--- src/rtl/tdsk_pkg.sv ---
// Shared types, constants and round functions for the TEA decryption core.
package tdsk_pkg;

    localparam int ROUNDS = 32;
    localparam logic [31:0] TEA_DELTA = 32'h9e3779b9;

    // Two fixed 128-bit keys, word 0 first.
    localparam logic [31:0] KEY_TABLE [2][4] = '{
        '{32'h09f4fbbd, 32'h9681884a, 32'h352027e9, 32'hf3dee5a7},
        '{32'h7aa9648f, 32'h7fae6994, 32'hc0efaad5, 32'h42712c57}
    };

    typedef struct packed {
        logic [31:0] cipher_first;
        logic [31:0] cipher_second;
        logic        key_select;
    } in_beat_t;

    typedef struct packed {
        logic [31:0] plain_first;
        logic [31:0] plain_second;
    } out_beat_t;

    // Block state as it travels down the round pipeline.
    typedef struct packed {
        logic [31:0] first;
        logic [31:0] second;
        logic        key_select;
    } work_t;

    // Round sum for round r (counted from 0): DELTA times the rounds still to go.
    function automatic logic [31:0] round_sum(input int r);
        logic [63:0] prod;
        prod = 64'(TEA_DELTA) * 64'(ROUNDS - r);
        return prod[31:0];
    endfunction

    function automatic logic [31:0] mix(input logic [31:0] w, input logic [31:0] sum,
                                        input logic [31:0] ka, input logic [31:0] kb);
        return ((w << 4) + ka) ^ (w + sum) ^ ((w >> 5) + kb);
    endfunction

endpackage

--- src/rtl/tdsk_round.sv ---
// One decryption round split over two register stages, one half-round each.
module tdsk_round (
    input  logic                 aclk,
    input  logic                 aresetn,
    input  logic                 advance,
    input  logic [31:0]          sum,
    input  logic                 in_valid,
    input  tdsk_pkg::work_t      in_work,
    output logic                 out_valid,
    output tdsk_pkg::work_t      out_work
);

    logic            mid_valid_reg;
    tdsk_pkg::work_t mid_work_reg;
    tdsk_pkg::work_t mid_work_next;
    logic            out_valid_reg;
    tdsk_pkg::work_t out_work_reg;
    tdsk_pkg::work_t out_work_next;

    // First half updates the second word with key words 2 and 3.
    always_comb begin
        mid_work_next        = in_work;
        mid_work_next.second = in_work.second - tdsk_pkg::mix(in_work.first, sum,
            tdsk_pkg::KEY_TABLE[in_work.key_select][2],
            tdsk_pkg::KEY_TABLE[in_work.key_select][3]);
    end

    // Second half updates the first word with key words 0 and 1.
    always_comb begin
        out_work_next       = mid_work_reg;
        out_work_next.first = mid_work_reg.first - tdsk_pkg::mix(mid_work_reg.second, sum,
            tdsk_pkg::KEY_TABLE[mid_work_reg.key_select][0],
            tdsk_pkg::KEY_TABLE[mid_work_reg.key_select][1]);
    end

    always_ff @(posedge aclk) begin
        if (!aresetn) begin
            mid_valid_reg <= 1'b0;
            out_valid_reg <= 1'b0;
        end else if (advance) begin
            mid_valid_reg <= in_valid;
            out_valid_reg <= mid_valid_reg;
        end
    end

    always_ff @(posedge aclk) begin
        if (advance) begin
            mid_work_reg <= mid_work_next;
            out_work_reg <= out_work_next;
        end
    end

    assign out_valid = out_valid_reg;
    assign out_work  = out_work_reg;

endmodule

--- config.mk ---
export PLATFORM = sky130hd
export DESIGN_NAME = tdsk_round
export DESIGN_NICKNAME = d
export VERILOG_FILES = /design/src/rtl/tdsk_pkg.sv /design/src/rtl/tdsk_round.sv
export SDC_FILE = /design/constraint.sdc
export NUM_CORES = 1
export LEC_CHECK = 0
export BUFFER_PORTS_ARGS = -buffer_cell sky130_fd_sc_hd__buf_2
export CORE_ASPECT_RATIO = 0.5
export CORE_UTILIZATION = 56
export CTS_BUF_LIST = sky130_fd_sc_hd__clkbuf_8
export DETAILED_ROUTE_END_ITERATION = 7
export GPL_ROUTABILITY_DRIVEN = 1
export PLACE_DENSITY = 0.77
export SETUP_SLACK_MARGIN = 0.15
export SYNTH_ARGS = -nofsm -noshare
export SYNTH_HDL_FRONTEND = slang
export SYNTH_SLANG_ARGS = --single-unit
--- constraint.sdc ---
create_clock -name aclk -period 4.9 [get_ports aclk]
set_input_delay 0.245 -clock aclk [delete_from_list [all_inputs] [get_ports aclk]]
set_output_delay 0.245 -clock aclk [all_outputs]
set_load 0.01 [all_outputs]
# Yosys cells after proc, flatten, opt, wreduce, memory -nomap -nowiden
# Cells that the tools add are included.
dict set report word_totals {
  regBits 132
  output_inout_bits 66
}
dict set report op_classes {
  n_lt_le_gt_ge 2
  n_bitwise 6
  muxes 6
  addsub 8
}
# operator count
set ops {}
lappend ops {{$mux 128} 2}
lappend ops {{$mux 64} 3}
lappend ops {{$add 32x32->32} 4}
lappend ops {{$xor 32x32->32} 4}
lappend ops {{$mux 127} 1}
lappend ops {{$add 27x32->32} 2}
lappend ops {{$sub 32x32->32} 2}
lappend ops {{$ge 2x2->1 const B} 2}
lappend ops {{$not 1->2} 2}

# Logic depth before layout (Yosys ltp)
dict set report depth {
  depth_word 8
  mapped_depth 24
  depth_no_buf 24
}

# Least setup slack after synthesis
# OpenSTA, ideal clock, no wires.
dict set report synth_timing {
  kind {input to register}
  startpoint {input in_work[0] in the netlist's numbering}
  endpoint {register mid_work_reg[32] in the netlist's numbering (data pin)}
  cell_stages 22
  setup_ns 0.263
  setup_slack_ns -0.417
  t_arrival_ns 5.054
  path_cell_list {clkbuf_1 inv_1 fa_1 or3_1 a41oi_1 nand2_1 a21o_1 a31oi_1 xnor2_1 xnor2_1 xnor2_1 ha_1 a21o_1 a21o_1 a221oi_1 o211ai_1 a221o_1 a221o_1 a21oi_1 o21ai_0 xnor2_1 xnor2_1}
}
# item line
set synth_rtl {}
lappend synth_rtl {{start: declaration} tdsk_round.sv:8} ;# input tdsk_pkg::work_t in_work,
lappend synth_rtl {{end signal: assignment} tdsk_round.sv:48} ;# mid_work_reg <= mid_work_next;
lappend synth_rtl {{end: declaration} tdsk_round.sv:14} ;# tdsk_pkg::work_t mid_work_reg;

==> impl_metrics.toml <==
[sta]
slew_headroom = 0.378
rsz0062_at_grt = "true"
fin_crit_ns = 5.02
setup_ws_ns = -0.116
maxSlewViolCount = 0
tns_ns = -0.199
worstMarginPinSlew_ns = 0.932
fmax_mhz = 199
min_period_over_period = 1.02
finalHoldViolCount = 0
clock_skew_ns = 0.0161
finalSetupViolations = 2

[cells_and_area]
instances_no_fill = 2416
layout_commonest_cell = "buf_4"
syn2layout_area_growth_pct = 31.3
antenna_cells = 0
drive_gt1_frac = 0.303
layout.nets = 2348
nFillCells = 1889
layout_common_cells = "buf_4, xnor2_1, ha_1"

[cts]
clk_pin_slew_ns = 0.09
cts_tree = "done"
cts_buffers = 17
insertion_delay_ns = 0.52
htree_levels = 4
clock_sinks = 132
clock_path_buffers = 2
root_buffer = "clkbuf_8"

[worst_hold_path]
hold_end = "mid_work_reg[61]"
worstHoldPathCells = 1
hold_path_class = "in -> reg"
hp-start = "in_work[61]"

[grt]
grt_pass1_vias = 13100
grt_start_max_net_pins = 93
grt_overflow_total = 0
grtUsageTotal = 0.346
grt_pass1_wl_mm = 70.4
antenna_found_initial = 0

[synth]
post_synth_inst_count = 1581
yosysUniqueCellTypes = 74
synth_ff_type = "edfxtp_1"
synth_top_area_share = 0.267
mappedNetlistNets = 1869
synth_area_leader_cell = "edfxtp_1"
netlist_area_um2 = 14600
avgSynthCellArea_um2 = 9.26
synth_warnings = 0
synth_area_leaders = "edfxtp_1, xnor2_1, ha_1"
synthArstFlopShare = 0
synth_edf_count = 130
yosysSeqAreaShare = 0.269
yosys_register_bits = 132

[run_status]
status = "finished, violations left"
violations = "negative setup slack"

[routing]
drc = 0
wl_per_cell_um = 19.6
drtIter0Drc = 1258
ant_nets = 0
viasPerCell = 5.91
finalWirelength_mm = 47.3
dr.pass1.iters = 5
vias = 14300

[setup_path]
crit_path_start_kind = "flip-flop"
r2r_end = "out_work[64]"
worst-r2r-setup-slack_ns = -0.12
path_max_fanout = 7
rr_worst_depth = 25
r2r-start = "mid_work_reg[0]"
endpoint_kind = "flip-flop"
critPathArrivalTime_ns = 5.28
required_ns = 5.17
criticalPathCategory = "reg -> reg"

[floorplanning]
die_w_um = 231
die_h_um = 116
start_util = 0.575
num_rows = 41
dieArea_um2 = 26800
coreArea_um2 = 25400
io_pins = 167

[place]
hpwl_mm = 37.0
pre_cts_ws_ns = -0.360
dp_cells = 2353
io_buffer_count = 166
gp_congestion = 1.01

[run]
maxCapViolCount = 0
-- cells in the mapped netlist, drive strengths merged, types with 3 or more instances --
library cell / count
xnor2: 285
a21boi: 8
o41ai: 7
ha: 180
a31oi: 16
a221o: 6
nand2: 95
o211ai: 10
a21o: 94
o21ai: 94
nand4: 12
nor3: 20
a2111oi: 3
a21oi: 147
xor2: 51
nor2b: 30
fa: 7
and4: 7
o21a: 19
edfxtp: 130
buf: 5
or2: 5
a211o: 7
a311oi: 6
a41oi: 5
nand2b: 20
inv: 54
a211oi: 23
and2: 7
o2111ai: 3
a31o: 9
and3: 17
o31ai: 6
o21bai: 23
nand3: 13
or3: 7
a221oi: 5
nor2: 94
clkbuf: 20
-- worst max-delay path, stage by stage (launching register included) --
cell and delay, ns:
edfxtp_1 0.40, inv_1 0.11, buf_12 0.13, ha_2 0.24, fa_2 0.26, nand3_1 0.09, and2_1 0.19, o221a_2 0.27
o21a_1 0.21, o21ai_2 0.17, buf_4 0.16, a41o_1 0.23, nand2_1 0.11, xnor2_2 0.19, xnor2_1 0.16, xnor2_1 0.16
ha_1 0.29, a21o_1 0.23, a21o_1 0.18, a21oi_2 0.19, nand2_1 0.12, o21ai_1 0.14, a41oi_2 0.09, a41oi_2 0.23
nor2_2 0.05, xnor3_1 0.17
-- logic make-up (layout without fill, tap and decap cells) --
group / after synthesis / in the layout / synth area share
DFF: 132 / 132 / 0.269
buffers and inverters: 79 / 570 / 0.0211
adders and majority gates: 187 / 187 / 0.163
AOI/OAI and AO/OA: 504 / 504 / 0.227
and+or+nand+nor: 339 / 339 / 0.114
muxes: 2 / 2 / 0.00137
xor gates and xnor gates: 338 / 338 / 0.204
-- per-stage QoR --
stage               hold slack, ns   util  cell area [um^2]
detailed placement           0.473  0.707             18000
floorplan                    0.344      -             14700
CTS                        0.00324  0.735             18700
global placement             0.465  0.707             18000
global route              0.000760  0.755             19200
finish                      0.0130  0.755             19200
-- worst max path at each step --
| stage | startpoint | to | slack [ns] |
|---|---|---|---|
| 3_5_place_dp | in_work[0] | mid_work_reg[32] | -0.36 |
| 2_1_floorplan | mid_work_reg[0] | out_work[64] | -0.39 |
| 6_report | mid_work_reg[0] | out_work[64] | -0.12 |
| 5_1_grt | mid_work_reg[2] | out_work[64] | -0.36 |
| 3_3_place_gp | in_work[0] | mid_work_reg[32] | -0.23 |
| 4_1_cts | mid_work_reg[1] | out_work[64] | -0.03 |
-- repair_timing --
action                                  4_1_cts  5_1_grt
hold endpoints to repair                     14        0
resized for setup                            34       94
endpoints found under the setup margin       12       18
pin swaps                                    28       68
setup buffers                                 3       15
hold buffers                                 14        0
-- cell type report --
class | instances | area, um^2 | share of cell area
Sequential cell | 132 | 3940 | 0.205
Timing Repair Buffer | 485 | 3300 | 0.172
Multi-Input combinational cell | 1370 | 10900 | 0.569
Inverter | 54 | 208 | 0.0108
Tap cell | 344 | 430 | 0.0224
Clock buffer | 17 | 234 | 0.0122
Clock inverter | 14 | 164 | 0.00853
-- per-layer routing --
layer  global-route usage  up-vias  wire length (um)
met3               0.0747      104              4150
li1                     -     6799                 -
met5                    0        -                 0
met1                0.472     6681             20800
met2                0.544      687             20900
met4                0.123        0              1410
Power is not shown: default switching activity piles up to over one toggle a cycle in this logic, so the estimate is an artifact.
